`config.mk`:
```
export PLATFORM = sky130hd
export DESIGN_NAME = addressable_led_color_encoder
export DESIGN_NICKNAME = d
export VERILOG_FILES = /design/src/rtl/lec_pkg.sv /design/src/rtl/addressable_led_color_encoder.sv /design/src/rtl/lec_front.sv /design/src/rtl/lec_queue.sv /design/src/rtl/lec_back.sv
export SDC_FILE = /design/constraint.sdc
export NUM_CORES = 2
export LEC_CHECK = 0
export ABC_AREA = 1
export BUFFER_PORTS_ARGS = -buffer_cell sky130_fd_sc_hd__buf_4
export CORE_ASPECT_RATIO = 1.75
export CORE_MARGIN = 1
export CORE_UTILIZATION = 50
export CTS_CLUSTER_SIZE = 8
export DETAILED_ROUTE_END_ITERATION = 12
export PLACE_DENSITY = 0.66
export SYNTH_ARGS = -nofsm -noshare
export SYNTH_HDL_FRONTEND = slang
export SYNTH_SLANG_ARGS = --single-unit
```
`constraint.sdc`:
```
create_clock -name clock -period 5.78 [get_ports clock]
set_input_delay 0.578 -clock clock [delete_from_list [all_inputs] [get_ports clock]]
set_output_delay 0.578 -clock clock [all_outputs]
set_load 0.1 [all_outputs]
```
`src/rtl/lec_pkg.sv`:
```
// shared types, constants and the gamma table of the addressable led color encoder
// no dependencies; every other file uses these by scoped names
package lec_pkg;

   localparam int LED_COUNT   = 64;
   localparam int LED_ADDR_W  = $clog2(LED_COUNT);
   localparam int QUEUE_DEPTH = 4;
   localparam int QUEUE_PTR_W = $clog2(QUEUE_DEPTH);

   typedef enum logic [1:0] {
      ACT_SET_ONE   = 2'd0,
      ACT_SET_ALL   = 2'd1,
      ACT_CLEAR_ALL = 2'd2,
      ACT_FETCH     = 2'd3
   } action_type;

   typedef enum logic [1:0] {
      CH_GREEN = 2'd0,
      CH_RED   = 2'd1,
      CH_BLUE  = 2'd2
   } channel_type;

   typedef enum logic [1:0] {
      CSR_BRIGHTNESS = 2'd0,
      CSR_CODE_ONE   = 2'd1,
      CSR_CODE_ZERO  = 2'd2
   } csr_index_type;

   typedef enum logic [1:0] {
      OP_WRITE = 2'd0,
      OP_FILL  = 2'd1,
      OP_FETCH = 2'd2
   } op_type;

   typedef enum logic [1:0] {
      ST_IDLE  = 2'd0,
      ST_SCALE = 2'd1,
      ST_EMIT  = 2'd2
   } back_state_type;

   typedef struct packed {
      logic [1:0]  action;
      logic [5:0]  led_index;
      logic [23:0] color;
   } req_type;

   typedef struct packed {
      logic [63:0] code_word;
      logic [1:0]  channel;
      logic        last;
   } rsp_type;

   typedef struct packed {
      logic [7:0] brightness;
      logic [7:0] code_one;
      logic [7:0] code_zero;
   } cfg_type;

   typedef struct packed {
      op_type                op;
      logic [LED_ADDR_W-1:0] addr;
      logic [23:0]           color;
   } cmd_type;

   typedef struct packed {
      logic empty;
      logic full;
   } queue_status_type;

   localparam logic [7:0] GAMMA_ROM [0:255] = '{
      8'd0,   8'd0,   8'd0,   8'd0,   8'd0,   8'd0,   8'd0,   8'd0,
      8'd0,   8'd0,   8'd0,   8'd0,   8'd0,   8'd0,   8'd0,   8'd0,
      8'd0,   8'd0,   8'd0,   8'd0,   8'd0,   8'd0,   8'd0,   8'd0,
      8'd0,   8'd0,   8'd0,   8'd0,   8'd1,   8'd1,   8'd1,   8'd1,
      8'd1,   8'd1,   8'd1,   8'd1,   8'd1,   8'd1,   8'd1,   8'd1,
      8'd1,   8'd2,   8'd2,   8'd2,   8'd2,   8'd2,   8'd2,   8'd2,
      8'd2,   8'd3,   8'd3,   8'd3,   8'd3,   8'd3,   8'd3,   8'd3,
      8'd4,   8'd4,   8'd4,   8'd4,   8'd4,   8'd5,   8'd5,   8'd5,
      8'd5,   8'd6,   8'd6,   8'd6,   8'd6,   8'd7,   8'd7,   8'd7,
      8'd7,   8'd8,   8'd8,   8'd8,   8'd9,   8'd9,   8'd9,   8'd10,
      8'd10,  8'd10,  8'd11,  8'd11,  8'd11,  8'd12,  8'd12,  8'd13,
      8'd13,  8'd13,  8'd14,  8'd14,  8'd15,  8'd15,  8'd16,  8'd16,
      8'd17,  8'd17,  8'd18,  8'd18,  8'd19,  8'd19,  8'd20,  8'd20,
      8'd21,  8'd21,  8'd22,  8'd22,  8'd23,  8'd24,  8'd24,  8'd25,
      8'd25,  8'd26,  8'd27,  8'd27,  8'd28,  8'd29,  8'd29,  8'd30,
      8'd31,  8'd32,  8'd32,  8'd33,  8'd34,  8'd35,  8'd35,  8'd36,
      8'd37,  8'd38,  8'd39,  8'd39,  8'd40,  8'd41,  8'd42,  8'd43,
      8'd44,  8'd45,  8'd46,  8'd47,  8'd48,  8'd49,  8'd50,  8'd50,
      8'd51,  8'd52,  8'd54,  8'd55,  8'd56,  8'd57,  8'd58,  8'd59,
      8'd60,  8'd61,  8'd62,  8'd63,  8'd64,  8'd66,  8'd67,  8'd68,
      8'd69,  8'd70,  8'd72,  8'd73,  8'd74,  8'd75,  8'd77,  8'd78,
      8'd79,  8'd81,  8'd82,  8'd83,  8'd85,  8'd86,  8'd87,  8'd89,
      8'd90,  8'd92,  8'd93,  8'd95,  8'd96,  8'd98,  8'd99,  8'd101,
      8'd102, 8'd104, 8'd105, 8'd107, 8'd109, 8'd110, 8'd112, 8'd114,
      8'd115, 8'd117, 8'd119, 8'd120, 8'd122, 8'd124, 8'd126, 8'd127,
      8'd129, 8'd131, 8'd133, 8'd135, 8'd137, 8'd138, 8'd140, 8'd142,
      8'd144, 8'd146, 8'd148, 8'd150, 8'd152, 8'd154, 8'd156, 8'd158,
      8'd160, 8'd162, 8'd164, 8'd167, 8'd169, 8'd171, 8'd173, 8'd175,
      8'd177, 8'd180, 8'd182, 8'd184, 8'd186, 8'd189, 8'd191, 8'd193,
      8'd196, 8'd198, 8'd200, 8'd203, 8'd205, 8'd208, 8'd210, 8'd213,
      8'd215, 8'd218, 8'd220, 8'd223, 8'd225, 8'd228, 8'd231, 8'd233,
      8'd236, 8'd239, 8'd241, 8'd244, 8'd247, 8'd249, 8'd252, 8'd255
   };

endpackage

```
`src/rtl/addressable_led_color_encoder.sv`:
```
// top level of the addressable led color encoder: csr registers, front end, queue, back end
// depends on lec_pkg, lec_front, lec_queue, lec_back
//
//   channel   direction  handshake          payload
//   req       in         req_valid/stall    action, led_index, color
//   rsp       out        rsp_valid/stall    code_word, channel, last
//   csr       in         csr_valid/ready    csr_index, csr_data
//
// a set, set all or clear is done by the back end from idle; a fetch runs through store read, first
// scale, then one word per cycle while rsp is not stalled, through the multiply and gamma stage
// set all and clear reset the per-led valid bits at once, so there is no clearing pass
// up to four requests wait in the queue while the back end is busy or rsp is stalled
// reset makes the store read as zero and loads brightness 255, code_one 248, code_zero 192
module addressable_led_color_encoder (
   input  logic             clock,
   input  logic             reset,
   input  logic             req_valid,
   output logic             req_stall,
   input  lec_pkg::req_type req_data,
   output logic             rsp_valid,
   input  logic             rsp_stall,
   output lec_pkg::rsp_type rsp_data,
   input  logic             csr_valid,
   output logic             csr_ready,
   input  logic [1:0]       csr_index,
   input  logic [7:0]       csr_data
);

   lec_pkg::cfg_type cfg_ff, cfg_in;
   lec_pkg::cmd_type front_cmd, head_cmd;
   lec_pkg::queue_status_type q_status;
   logic push, pop;

   assign csr_ready = 1'b1;

   always_comb begin
      cfg_in = cfg_ff;
      if (csr_valid) begin
         unique case (csr_index)
            lec_pkg::CSR_BRIGHTNESS: cfg_in.brightness = csr_data;
            lec_pkg::CSR_CODE_ONE:   cfg_in.code_one   = csr_data;
            lec_pkg::CSR_CODE_ZERO:  cfg_in.code_zero  = csr_data;
            default:                 cfg_in = cfg_ff;
         endcase
      end
   end

   always_ff @(posedge clock) begin
      if (reset) begin
         cfg_ff.brightness <= 8'd255;
         cfg_ff.code_one   <= 8'd248;
         cfg_ff.code_zero  <= 8'd192;
      end else begin
         cfg_ff <= cfg_in;
      end
   end

   lec_front u_front (
      .req_valid (req_valid),
      .req_stall (req_stall),
      .req       (req_data),
      .q_status  (q_status),
      .push      (push),
      .cmd       (front_cmd)
   );

   lec_queue u_queue (
      .clock     (clock),
      .reset     (reset),
      .push      (push),
      .push_data (front_cmd),
      .pop       (pop),
      .head      (head_cmd),
      .status    (q_status)
   );

   lec_back u_back (
      .clock     (clock),
      .reset     (reset),
      .cfg       (cfg_ff),
      .cmd       (head_cmd),
      .q_status  (q_status),
      .pop       (pop),
      .rsp_valid (rsp_valid),
      .rsp_stall (rsp_stall),
      .rsp       (rsp_data)
   );

   a_last_on_blue: assert property (@(posedge clock) disable iff (reset)
      rsp_valid |-> (rsp_data.last == (rsp_data.channel == lec_pkg::CH_BLUE)))
      else $error("last flag does not match blue channel");

   a_word_follows: assert property (@(posedge clock) disable iff (reset)
      (rsp_valid && !rsp_stall && !rsp_data.last) |=>
      (rsp_valid && rsp_data.channel == $past(rsp_data.channel) + 2'd1))
      else $error("next channel word of a fetch did not follow");

   a_fetch_starts_green: assert property (@(posedge clock) disable iff (reset)
      $rose(rsp_valid) |-> (rsp_data.channel == lec_pkg::CH_GREEN))
      else $error("fetch output did not start with green");

endmodule

```
`src/rtl/lec_front.sv`:
```
// front end: takes request transfers, drops out-of-range ones and turns the rest into commands
// depends on lec_pkg
module lec_front (
   input  logic                      req_valid,
   output logic                      req_stall,
   input  lec_pkg::req_type          req,
   input  lec_pkg::queue_status_type q_status,
   output logic                      push,
   output lec_pkg::cmd_type          cmd
);

   logic in_range;

   assign in_range  = 32'(req.led_index) < lec_pkg::LED_COUNT;
   assign req_stall = q_status.full;

   always_comb begin
      cmd.addr  = req.led_index[lec_pkg::LED_ADDR_W-1:0];
      cmd.color = req.color;
      cmd.op    = lec_pkg::OP_WRITE;
      push      = 1'b0;
      unique case (lec_pkg::action_type'(req.action))
         lec_pkg::ACT_SET_ONE: begin
            cmd.op = lec_pkg::OP_WRITE;
            push   = req_valid && !q_status.full && in_range;
         end
         lec_pkg::ACT_SET_ALL: begin
            cmd.op = lec_pkg::OP_FILL;
            push   = req_valid && !q_status.full;
         end
         lec_pkg::ACT_CLEAR_ALL: begin
            cmd.op    = lec_pkg::OP_FILL;
            cmd.color = 24'd0;
            push      = req_valid && !q_status.full;
         end
         lec_pkg::ACT_FETCH: begin
            cmd.op = lec_pkg::OP_FETCH;
            push   = req_valid && !q_status.full && in_range;
         end
         default: begin
            push = 1'b0;
         end
      endcase
   end

endmodule

```
`src/rtl/lec_queue.sv`:
```
// short command queue between front end and back end
// depends on lec_pkg
module lec_queue (
   input  logic                      clock,
   input  logic                      reset,
   input  logic                      push,
   input  lec_pkg::cmd_type          push_data,
   input  logic                      pop,
   output lec_pkg::cmd_type          head,
   output lec_pkg::queue_status_type status
);

   lec_pkg::cmd_type entry_ff [lec_pkg::QUEUE_DEPTH];
   logic [lec_pkg::QUEUE_PTR_W-1:0] wr_ptr_ff, wr_ptr_in;
   logic [lec_pkg::QUEUE_PTR_W-1:0] rd_ptr_ff, rd_ptr_in;
   logic [lec_pkg::QUEUE_PTR_W:0]   count_ff, count_in;
   logic do_push, do_pop;

   assign status.empty = count_ff == '0;
   assign status.full  = count_ff == (lec_pkg::QUEUE_PTR_W+1)'(lec_pkg::QUEUE_DEPTH);
   assign do_push      = push && !status.full;
   assign do_pop       = pop && !status.empty;
   assign head         = entry_ff[rd_ptr_ff];

   always_comb begin
      wr_ptr_in = wr_ptr_ff;
      rd_ptr_in = rd_ptr_ff;
      count_in  = count_ff;
      if (do_push) begin
         wr_ptr_in = (wr_ptr_ff == lec_pkg::QUEUE_PTR_W'(lec_pkg::QUEUE_DEPTH - 1)) ?
                     '0 : wr_ptr_ff + 1'b1;
      end
      if (do_pop) begin
         rd_ptr_in = (rd_ptr_ff == lec_pkg::QUEUE_PTR_W'(lec_pkg::QUEUE_DEPTH - 1)) ?
                     '0 : rd_ptr_ff + 1'b1;
      end
      if (do_push && !do_pop) begin
         count_in = count_ff + 1'b1;
      end else if (do_pop && !do_push) begin
         count_in = count_ff - 1'b1;
      end
   end

   always_ff @(posedge clock) begin
      if (reset) begin
         wr_ptr_ff <= '0;
         rd_ptr_ff <= '0;
         count_ff  <= '0;
      end else begin
         wr_ptr_ff <= wr_ptr_in;
         rd_ptr_ff <= rd_ptr_in;
         count_ff  <= count_in;
      end
   end

   always_ff @(posedge clock) begin
      if (do_push) begin
         entry_ff[wr_ptr_ff] <= push_data;
      end
   end

endmodule

```
`src/rtl/lec_back.sv`:
```
// back end: color store, brightness scaling, gamma lookup, bit expansion and result register
// depends on lec_pkg
module lec_back (
   input  logic                      clock,
   input  logic                      reset,
   input  lec_pkg::cfg_type          cfg,
   input  lec_pkg::cmd_type          cmd,
   input  lec_pkg::queue_status_type q_status,
   output logic                      pop,
   output logic                      rsp_valid,
   input  logic                      rsp_stall,
   output lec_pkg::rsp_type          rsp
);

   logic [23:0] mem [lec_pkg::LED_COUNT];
   logic [lec_pkg::LED_COUNT-1:0] valid_ff, valid_in;
   logic [23:0] fill_ff, fill_in;
   logic [23:0] rd_ff;
   logic        hit_ff;
   lec_pkg::back_state_type state_ff, state_in;
   lec_pkg::channel_type    chan_ff, chan_in, chan_next;
   logic [7:0]  scaled_ff, scaled_in;
   logic        rsp_valid_ff, rsp_valid_in;
   lec_pkg::rsp_type rsp_ff, rsp_in;
   logic        wr_en, rd_en, out_free;
   logic [23:0] col;

   function automatic logic [7:0] chan_byte(input logic [23:0] c,
                                            input lec_pkg::channel_type ch);
      logic [7:0] b;
      unique case (ch)
         lec_pkg::CH_GREEN: b = c[15:8];
         lec_pkg::CH_RED:   b = c[23:16];
         lec_pkg::CH_BLUE:  b = c[7:0];
         default:           b = 8'd0;
      endcase
      return b;
   endfunction

   function automatic logic [7:0] scale(input logic [7:0] c, input logic [7:0] b);
      logic [15:0] p;
      p = 16'(c) * 16'(b);
      return p[15:8];
   endfunction

   function automatic logic [63:0] expand(input logic [7:0] v, input logic [7:0] one,
                                          input logic [7:0] zero);
      logic [63:0] w;
      for (int i = 0; i < 8; i++) begin
         w[8*i +: 8] = v[i] ? one : zero;
      end
      return w;
   endfunction

   assign col       = hit_ff ? rd_ff : fill_ff;
   assign out_free  = !rsp_valid_ff || !rsp_stall;
   assign rsp_valid = rsp_valid_ff;
   assign rsp       = rsp_ff;

   always_comb begin
      unique case (chan_ff)
         lec_pkg::CH_GREEN: chan_next = lec_pkg::CH_RED;
         lec_pkg::CH_RED:   chan_next = lec_pkg::CH_BLUE;
         default:           chan_next = lec_pkg::CH_GREEN;
      endcase
   end

   // next state
   always_comb begin
      state_in = state_ff;
      unique case (state_ff)
         lec_pkg::ST_IDLE: begin
            if (!q_status.empty && cmd.op == lec_pkg::OP_FETCH) begin
               state_in = lec_pkg::ST_SCALE;
            end
         end
         lec_pkg::ST_SCALE: begin
            state_in = lec_pkg::ST_EMIT;
         end
         lec_pkg::ST_EMIT: begin
            if (out_free && chan_ff == lec_pkg::CH_BLUE) begin
               state_in = lec_pkg::ST_IDLE;
            end
         end
         default: begin
            state_in = lec_pkg::ST_IDLE;
         end
      endcase
   end

   // outputs and datapath
   always_comb begin
      pop          = 1'b0;
      wr_en        = 1'b0;
      rd_en        = 1'b0;
      valid_in     = valid_ff;
      fill_in      = fill_ff;
      chan_in      = chan_ff;
      scaled_in    = scaled_ff;
      rsp_valid_in = rsp_valid_ff && rsp_stall;
      rsp_in       = rsp_ff;
      unique case (state_ff)
         lec_pkg::ST_IDLE: begin
            if (!q_status.empty) begin
               pop = 1'b1;
               unique case (cmd.op)
                  lec_pkg::OP_WRITE: begin
                     wr_en               = 1'b1;
                     valid_in[cmd.addr]  = 1'b1;
                  end
                  lec_pkg::OP_FILL: begin
                     fill_in  = cmd.color;
                     valid_in = '0;
                  end
                  lec_pkg::OP_FETCH: begin
                     rd_en   = 1'b1;
                     chan_in = lec_pkg::CH_GREEN;
                  end
                  default: begin
                     pop = 1'b1;
                  end
               endcase
            end
         end
         lec_pkg::ST_SCALE: begin
            scaled_in = scale(chan_byte(col, chan_ff), cfg.brightness);
         end
         lec_pkg::ST_EMIT: begin
            if (out_free) begin
               rsp_valid_in     = 1'b1;
               rsp_in.code_word = expand(lec_pkg::GAMMA_ROM[scaled_ff], cfg.code_one,
                                         cfg.code_zero);
               rsp_in.channel   = chan_ff;
               rsp_in.last      = chan_ff == lec_pkg::CH_BLUE;
               chan_in          = chan_next;
               scaled_in        = scale(chan_byte(col, chan_next), cfg.brightness);
            end
         end
         default: begin
            pop = 1'b0;
         end
      endcase
   end

   always_ff @(posedge clock) begin
      if (reset) begin
         state_ff     <= lec_pkg::ST_IDLE;
         valid_ff     <= '0;
         fill_ff      <= 24'd0;
         rsp_valid_ff <= 1'b0;
      end else begin
         state_ff     <= state_in;
         valid_ff     <= valid_in;
         fill_ff      <= fill_in;
         rsp_valid_ff <= rsp_valid_in;
      end
   end

   always_ff @(posedge clock) begin
      chan_ff   <= chan_in;
      scaled_ff <= scaled_in;
      rsp_ff    <= rsp_in;
   end

   // color store
   always_ff @(posedge clock) begin
      if (wr_en) begin
         mem[cmd.addr] <= cmd.color;
      end
      if (rd_en) begin
         rd_ff  <= mem[cmd.addr];
         hit_ff <= valid_ff[cmd.addr];
      end
   end

endmodule
```
## Yosys cells after proc, flatten, opt, wreduce, memory -nomap -nowiden

Memories as Yosys holds them, arrays and structs flattened. A register that Yosys moved wholly into a read port is not among the register bits.
Index checks and enable logic that the tools add are counted.
Widths: inputs -> output; s select.

- Register bits: 200
- Bits in writable memories: 1664
- ROM bits: 2048
- Input port bits: 47
- Output and inout port bits: 70
- Logic and storage cells: 144
- Memories: 3

- $add $sub $neg: 4
- $mul: 2
- Order comparisons: 3
- Equality and inequality tests: 21
- Mux-type cells: 54
- Bitwise logic cells: 3
- Reductions and logical operators: 38

Memory list:

| name | words | bits a word | read ports | clocked after Yosys merged registers in | wr ports | line | source |
|---|---|---|---|---|---|---|---|
| (name not given) | 256 | 8 | 1 | 0 | 0 | lec_back.sv:131 | `rsp_in.code_word = expand(lec_pkg::GAMMA_ROM[scaled_ff], cfg.code_one,` |
| u_back.mem | 64 | 24 | 1 | 1 | 1 | lec_back.sv:15 | `logic [23:0] mem [lec_pkg::LED_COUNT];` |
| u_queue.entry_ff | 4 | 32 | 1 | 1 | 1 | lec_queue.sv:13 | `lec_pkg::cmd_type entry_ff [lec_pkg::QUEUE_DEPTH];` |

Operator list:

| cell | count |
|---|---|
| $pmux 64 s2 | 1 |
| $mux 8 | 14 |
| $or 64x64->64 | 1 |
| $mux 24 | 2 |
| $pmux 8 s3 | 2 |
| $mul 8x8->16 | 2 |
| $eq 2x2->1 const B | 9 |
| $mux 2 | 9 |
| $mux 1 | 17 |
| $pmux 8 s2 | 1 |
| $eq 2x1->1 const B | 6 |
| $logic_not 2->1 | 6 |
| $pmux 2 s3 | 2 |
| $reduce_and 2->1 | 6 |
| $ge 9x9->1 const B | 1 |
| $logic_and 1x1->1 | 9 |
| $not 8->9 | 1 |
| $ne 2x1->1 const B | 4 |
| $pmux 2 s2 | 2 |
| $reduce_bool 2->1 | 4 |
| $lt 6x7->1 const B | 1 |
| $bmux 1 s6 | 1 |
| $demux 1 s6 | 1 |
| $ge 6x1->1 const B | 1 |
| 14 further kinds | 22 |

## Longest topological paths before layout

- Depth after elaboration: 9
- Mapped depth: 26
- Mapped depth without buffers: 25

## Modules after synthesis

A second synthesis with hierarchy kept.

- Cell total of the unflattened synthesis: 6020
- Area, all modules: 77347.9 µm²

By module, submodules not included:

| module | instances | cells an instance | area an instance (µm²) | sequential area each (µm²) |
|---|---|---|---|---|
| lec_back | 1 | 5447 | 70789.1 | 51008.9 |
| lec_queue | 1 | 380 | 5278.8 | 4023.9 |
| addressable_led_color_encoder | 1 | 130 | 984.7 | 480.5 |
| lec_front | 1 | 63 | 295.3 | 0.0 |

## Worst setup path after synthesis

Ideal clock, no wire load.

- Kind: flip-flop to flip-flop
- From: register u_back.chan_ff[1]
- To: register u_back.scaled_ff[7] (data pin)
- Library setup time: 0.253 ns
- Data arrival time: 4.657 ns
- Data required time: 5.527 ns
- Path slack: 0.869 ns
- Cell stages (with the launch flop): 22
- Path buffers: 2
- Clock period less this slack: 4.911 ns
- Cells stage by stage: edfxtp_1 > buf_2 > nor2_1 > clkbuf_1 > nand2_1 > nand3_1 > nand2_1 > inv_1 > fa_1 > fa_1 > fa_1 > inv_1 > fa_1 > inv_1 > ha_1 > a21o_1 > a31oi_1 > nor2_1 > a211oi_1 > nand3_1 > nand3_1 > nand2_1

- Cells in the longest elaborated chain, start to end: 9
- Elaborated cells between the ends (all ways): 16
- Classes of those cells: 2 x mul; 4 x eq/ne; 8 x mux; 2 x reduce/logical

RTL lines:

| element | line | source |
|---|---|---|
| start, declared | lec_back.sv:21 | `lec_pkg::channel_type chan_ff, chan_in, chan_next;` |
| start signal, assigned | lec_back.sv:160 | `chan_ff <= chan_in;` |
| $eq 2x1->1 / $logic_not 2->1 (equally long branches) | lec_back.sv:31, lec_back.sv:61 |  |
| $pmux 2 s2 | lec_back.sv:61 | `unique case (chan_ff)` |
| $eq 2x2->1 (tied with other cells) | lec_back.sv:31 | `unique case (ch)` |
| $pmux 8 s3 | lec_back.sv:31 |  |
| $mux 8 | lec_back.sv:129 | `if (out_free) begin` |
| $mux 8 | lec_back.sv:102 | `unique case (state_ff)` |
| $mul 8x8->16 | lec_back.sv:42 | `p = 16'(c) * 16'(b);` |
| $mux 8 | lec_back.sv:129 |  |
| $pmux 8 s2 (*) | lec_back.sv:102 |  |
| via u_back.scaled_in[7] | lec_back.sv:22 | `logic [7:0] scaled_ff, scaled_in;` |
| end signal, assigned | lec_back.sv:161 | `scaled_ff <= scaled_in;` |
| end, declared | lec_back.sv:22 |  |

Mark *: on every way through the listed nets, which the timed path passes. The rest lies on a longest branch. The select of a mux whose other input is x is not followed.
A chain may end at the register's enable or synchronous reset.

## Final worst setup path

- From: register u_back.hit_ff
- To: register u_back.scaled_ff[6] (data pin)

- Cells in the longest elaborated chain, start to end: 7
- Elaborated cells between the ends (all ways): 10
- Classes of those cells: 2 x mul; 8 x mux

RTL lines:

| element | line | source |
|---|---|---|
| start, declared | lec_back.sv:19 | `logic hit_ff;` |
| start signal, assigned | lec_back.sv:172 | `hit_ff <= valid_ff[cmd.addr];` |
| $mux 24 (*) | lec_back.sv:55 | `assign col = hit_ff ? rd_ff : fill_ff;` |
| $pmux 8 s3 | lec_back.sv:31 |  |
| $mux 8 | lec_back.sv:129 |  |
| $mux 8 | lec_back.sv:102 |  |
| $mul 8x8->16 | lec_back.sv:42 |  |
| $mux 8 | lec_back.sv:129 |  |
| $pmux 8 s2 (*) | lec_back.sv:102 |  |
| via u_back.scaled_in[6] | lec_back.sv:22 |  |

Marks and branches as above.

==> parameters.txt <==
Parameter                              Value

CTS
  Clock root cell ... sky130_fd_sc_hd__clkbuf_16
  # clock sinks ... 1890
  Bufs on Longest Clock Path ... 4
  TritonCTS buffer count ... 278
  Count of H-tree levels built during CTS ... 5
  Post-CTS clock slew at the launch and capture registers of the worst setup and hold paths ... 0.05 ns
  Resize count post-CTS ... 0
  TritonCTS clock tree ... built
  Worst skew pair latency ... 0.84 ns

Routing
  Antenna Violating Nets Remaining ... 0
  Highest routed metal layer ... met5
  Iteration-0 DRC Markers ... 6124
  Post-Route WL ... 249.5 mm
  DR WL/cell ... 23.79 µm
  Count of TritonRoute iterations in the first routing pass ... 8
  Routed wire length on met2 ... 123.7 mm
  Met3 routed WL ... 17.54 mm
  Detailed-route via count ... 59076
  Vias per inst ... 5.633
  DR DRC count ... 0
  Post-route met1 wirelength ... 86.84 mm

Critical path
  Required arrival time at the worst endpoint ... 6.36 ns
  Nature of the critical path startpoint ... flip-flop
  Worst-path maximum fanout ... 39
  Kind of end point of the critical path ... flip-flop
  Critical Setup Path Class ... reg -> reg
  Arrival time at the worst endpoint ... 5.96 ns

Power
  Total power ... 63.11 mW
  Leak ... 37.78 nW
  Maximum resistive drop on vdd ... 1.047 mV
  Power density cells ... 664.3 mW/mm²

Global route
  Vias in the first global route ... 58131
  Overflow left after global routing ... 0
  Initial antenna violation count ... 3
  Global-route wire length before repair ... 365.5 mm
  Largest net degree at the start of global routing ... 183
  Gr usage total ... 29.66%

Timing
  Top achievable clock speed ... 185.7 MHz
  Tightest Pin Transition ... 1.326 ns
  Unrepaired setup endpoints after global routing ... false
  Hold violation total from the final report ... 0
  Max-slew headroom ... 10.64%
  Portion of the clock cycle consumed by the worst path in the final layout ... 93.15%
  Setup-violating endpoint count in the final report ... 0
  Accumulated negative setup slack ... 0 ns
  Layout Skew ... 0.07121 ns
  Max Transition Viols Final ... 0
  Final critical-path required period ... 5.384 ns

Cells and area
  Proportion of layout cells with a drive suffix above 1 ... 9.726%
  FILL cells ... 13321
  Post-route design area ... 0.09501 mm²
  Number of nets at the end of the flow ... 8402
  Commonest non-fill, non-tap cell in the layout ... sky130_fd_sc_hd__nand2_1
  Commonest cells after routing, fill and taps aside ... 3385 x sky130_fd_sc_hd__nand2_1, 1766 x sky130_fd_sc_hd__edfxtp_1, 728 x sky130_fd_sc_hd__a21oi_1, 383 x sky130_fd_sc_hd__inv_1, 373 x sky130_fd_sc_hd__o21ai_0
  Synth-to-layout area growth ... 14.23%

Placed design
  Routability-driven placement congestion ratio ... 1.002
  Detailed placement HPWL ... 151.1 mm
  Instance area after placement ... 0.08728 mm²
  Quantity of I/O buffers inserted on ports ... 115

Synthesis
  Count of flip-flops with a built-in enable after synthesis ... 1766
  Post-Synth Adder-Cell Area ... 3.108%
  Post-Synthesis Net Count ... 8179
  Synthesized-area fraction occupied by ao, oa, aoi and oai cells ... 7.866%
  Mux contribution to synthesized area ... 0.01203%
  Synth warn ... 0
  Post-synthesis simple-gate area fraction ... 18.02%
  Post-synthesis instance area ... 0.08317 mm²
  Post-synth top flop ... sky130_fd_sc_hd__edfxtp_1
  Dominant combinational cell family by area after synthesis ... simple AND/OR/NAND/NOR gates
  Number of standard cells after synthesis ... 7968
  Distinct cell type count after synthesis ... 53
  Post-synth ARST share ... 0%
  Synthesized-area fraction occupied by xor and xnor cells ... 0.03159%
  Post-Synthesis Mean Instance Area ... 10.44 µm²
  Register bit count reported by yosys ... 1890
  Sequential fraction of the synthesis area ... 66.74%

Die
  DIE AREA ... 0.1680 mm²
  Placeable core area ... 0.1649 mm²
  Starting utilization of the core area ... 50.44%
  I/O pin count ... 117
  Horiz. Die Dim ... 310.3 µm
  DIE HEIGHT ... 541.5 µm
  Number of rows created at floorplan ... 197

Run
  Maxcap violations ... 0

Status
  Result of the run ... complete, no violations

Min path
  Path class of the lowest-slack min-delay path ... in -> reg
## repair_timing
item                       4_1_cts  5_1_grt
hold endpoints to repair        33        0
buffers inserted                 0        3
hold buffers                    11        0
setup endpoints to repair        0        2
## through the flow
stage                     cells  util (%)  hold slack (ns)  worst slack [ns]
after floorplan            7968         -           0.4345            0.8692
after global placement    10086     52.93           0.4509            0.3276
after detailed placement  10086     52.93           0.4553            0.3000
after CTS                 10483     57.60        0.0004020            0.2850
after global routing      10487     57.61          0.02688           0.07976
final                     10487     57.61          0.03270            0.3959
## critical path, cell delays in order, from the launching register on
cell and delay, ns:
sky130_fd_sc_hd__edfxtp_1 0.31, sky130_fd_sc_hd__buf_4 0.30, sky130_fd_sc_hd__o21ai_0 0.20, sky130_fd_sc_hd__nand2_1 0.10, sky130_fd_sc_hd__nand3_1 0.35, sky130_fd_sc_hd__nand2_1 0.16, sky130_fd_sc_hd__inv_1 0.07, sky130_fd_sc_hd__fa_1 0.53
sky130_fd_sc_hd__inv_1 0.06, sky130_fd_sc_hd__fa_1 0.57, sky130_fd_sc_hd__inv_1 0.06, sky130_fd_sc_hd__fa_1 0.49, sky130_fd_sc_hd__fa_1 0.41, sky130_fd_sc_hd__ha_1 0.33, sky130_fd_sc_hd__a21oi_1 0.28, sky130_fd_sc_hd__o21ai_0 0.18
sky130_fd_sc_hd__a221oi_1 0.36, sky130_fd_sc_hd__nand3b_1 0.11, sky130_fd_sc_hd__nand3_1 0.11, sky130_fd_sc_hd__o21ai_0 0.12
## cell usage after synthesis (2+ instances only)
master,count,area (µm²)
sky130_fd_sc_hd__nor2_2,5,31.28
sky130_fd_sc_hd__or2_0,26,162.7
sky130_fd_sc_hd__o21bai_1,3,22.52
sky130_fd_sc_hd__xnor2_1,2,17.52
sky130_fd_sc_hd__inv_1,383,1438
sky130_fd_sc_hd__inv_2,16,60.06
sky130_fd_sc_hd__buf_1,31,116.4
sky130_fd_sc_hd__edfxtp_1,1766,53030
sky130_fd_sc_hd__a31oi_1,6,37.54
sky130_fd_sc_hd__nor4_4,4,85.08
sky130_fd_sc_hd__dfxtp_1,124,2482
sky130_fd_sc_hd__o21ai_0,374,1872
sky130_fd_sc_hd__buf_2,254,1271
sky130_fd_sc_hd__nor2_1,230,863.3
sky130_fd_sc_hd__clkbuf_1,123,461.7
sky130_fd_sc_hd__nand2_1,3386,12710
sky130_fd_sc_hd__nand4_1,7,43.79
sky130_fd_sc_hd__nand3_1,87,435.4
sky130_fd_sc_hd__buf_4,13,97.59
sky130_fd_sc_hd__a21oi_1,728,3643
sky130_fd_sc_hd__fa_1,71,1421
sky130_fd_sc_hd__nor3_1,13,65.06
sky130_fd_sc_hd__o21a_1,21,157.7
sky130_fd_sc_hd__nand3_2,2,20.02
sky130_fd_sc_hd__buf_6,5,56.30
sky130_fd_sc_hd__and3_1,2,12.51
sky130_fd_sc_hd__o22ai_1,26,162.7
sky130_fd_sc_hd__a221oi_1,3,26.28
sky130_fd_sc_hd__a32oi_2,4,65.06
sky130_fd_sc_hd__nor3_2,7,70.07
sky130_fd_sc_hd__a211oi_1,22,165.2
sky130_fd_sc_hd__nand3b_1,2,15.01
sky130_fd_sc_hd__or2_2,67,419.2
sky130_fd_sc_hd__o21ai_1,16,80.08
sky130_fd_sc_hd__ha_1,93,1164
sky130_fd_sc_hd__or2_1,4,25.02
sky130_fd_sc_hd__o2111ai_1,4,35.03
sky130_fd_sc_hd__a21o_1,4,30.03
sky130_fd_sc_hd__o211ai_1,17,127.6
sky130_fd_sc_hd__o31ai_1,4,30.03
## sequential cells by signal, summed over array words and instances (netlist names), 3 cells and up, named ones only
name / count
u_back.fill_ff: 24
u_back.valid_ff: 64
u_queue.count_ff: 3
cfg_ff: 24
u_back.rd_ff: 24
u_queue.entry_ff: 128
u_back.mem: 1536
u_back.scaled_ff: 8
u_back.rsp: 67
## final cells by class
class / count / area (µm²) / share of cell area (%)
tap: 2189 / 2739 / 2.883
timing repair buffer: 369 / 3035 / 3.195
multi-input combinational: 5253 / 24600 / 25.90
clock inverter: 17 / 188.9 / 0.1989
antenna: 1 / 2.502 / 0.002634
clock buffer: 369 / 7405 / 7.794
sequential: 1890 / 55510 / 58.43
inverter: 399 / 1519 / 1.599
## report_power, final
group          internal, mW  switching, mW  total, mW
Sequential             18.0          0.281       18.3
Combinational          8.36           22.0       30.4
Clock                  8.83           5.62       14.4
## worst paths after layout
| kind | end | startpoint | cells after the start | slack, ns |
|---|---|---|---|---|
| min | cfg_ff[18] | csr_data[2] | 3 | 0.03 |
| max | u_back.scaled_ff[6] | u_back.hit_ff | 19 | 0.40 |
| max reg2reg | u_back.scaled_ff[6] | u_back.hit_ff | 19 | 0.40 |
| min reg2reg | u_back.valid_ff[53] | u_back.valid_ff[53] | 2 | 0.46 |
## kinds of logic after synthesis
| group | after synthesis |
|---|---|
| multiplexers | 1 |
| other | 1 |
| flip-flops | 1890 |
| XOR/XNOR | 3 |
| adder cells (fa/ha/maj) | 164 |
| buffers and inverters | 825 |
| AO/OA/AOI/OAI | 1239 |
| AND/OR/NAND/NOR | 3845 |
## layer usage
layer  vias up  track usage [%]
met3       683            4.004
li1      27102                -
met4         2            23.33
met2      2674            50.23
met5         -                0
met1     28615            33.57
No activity file was read; power rests on OpenSTA's default activity.
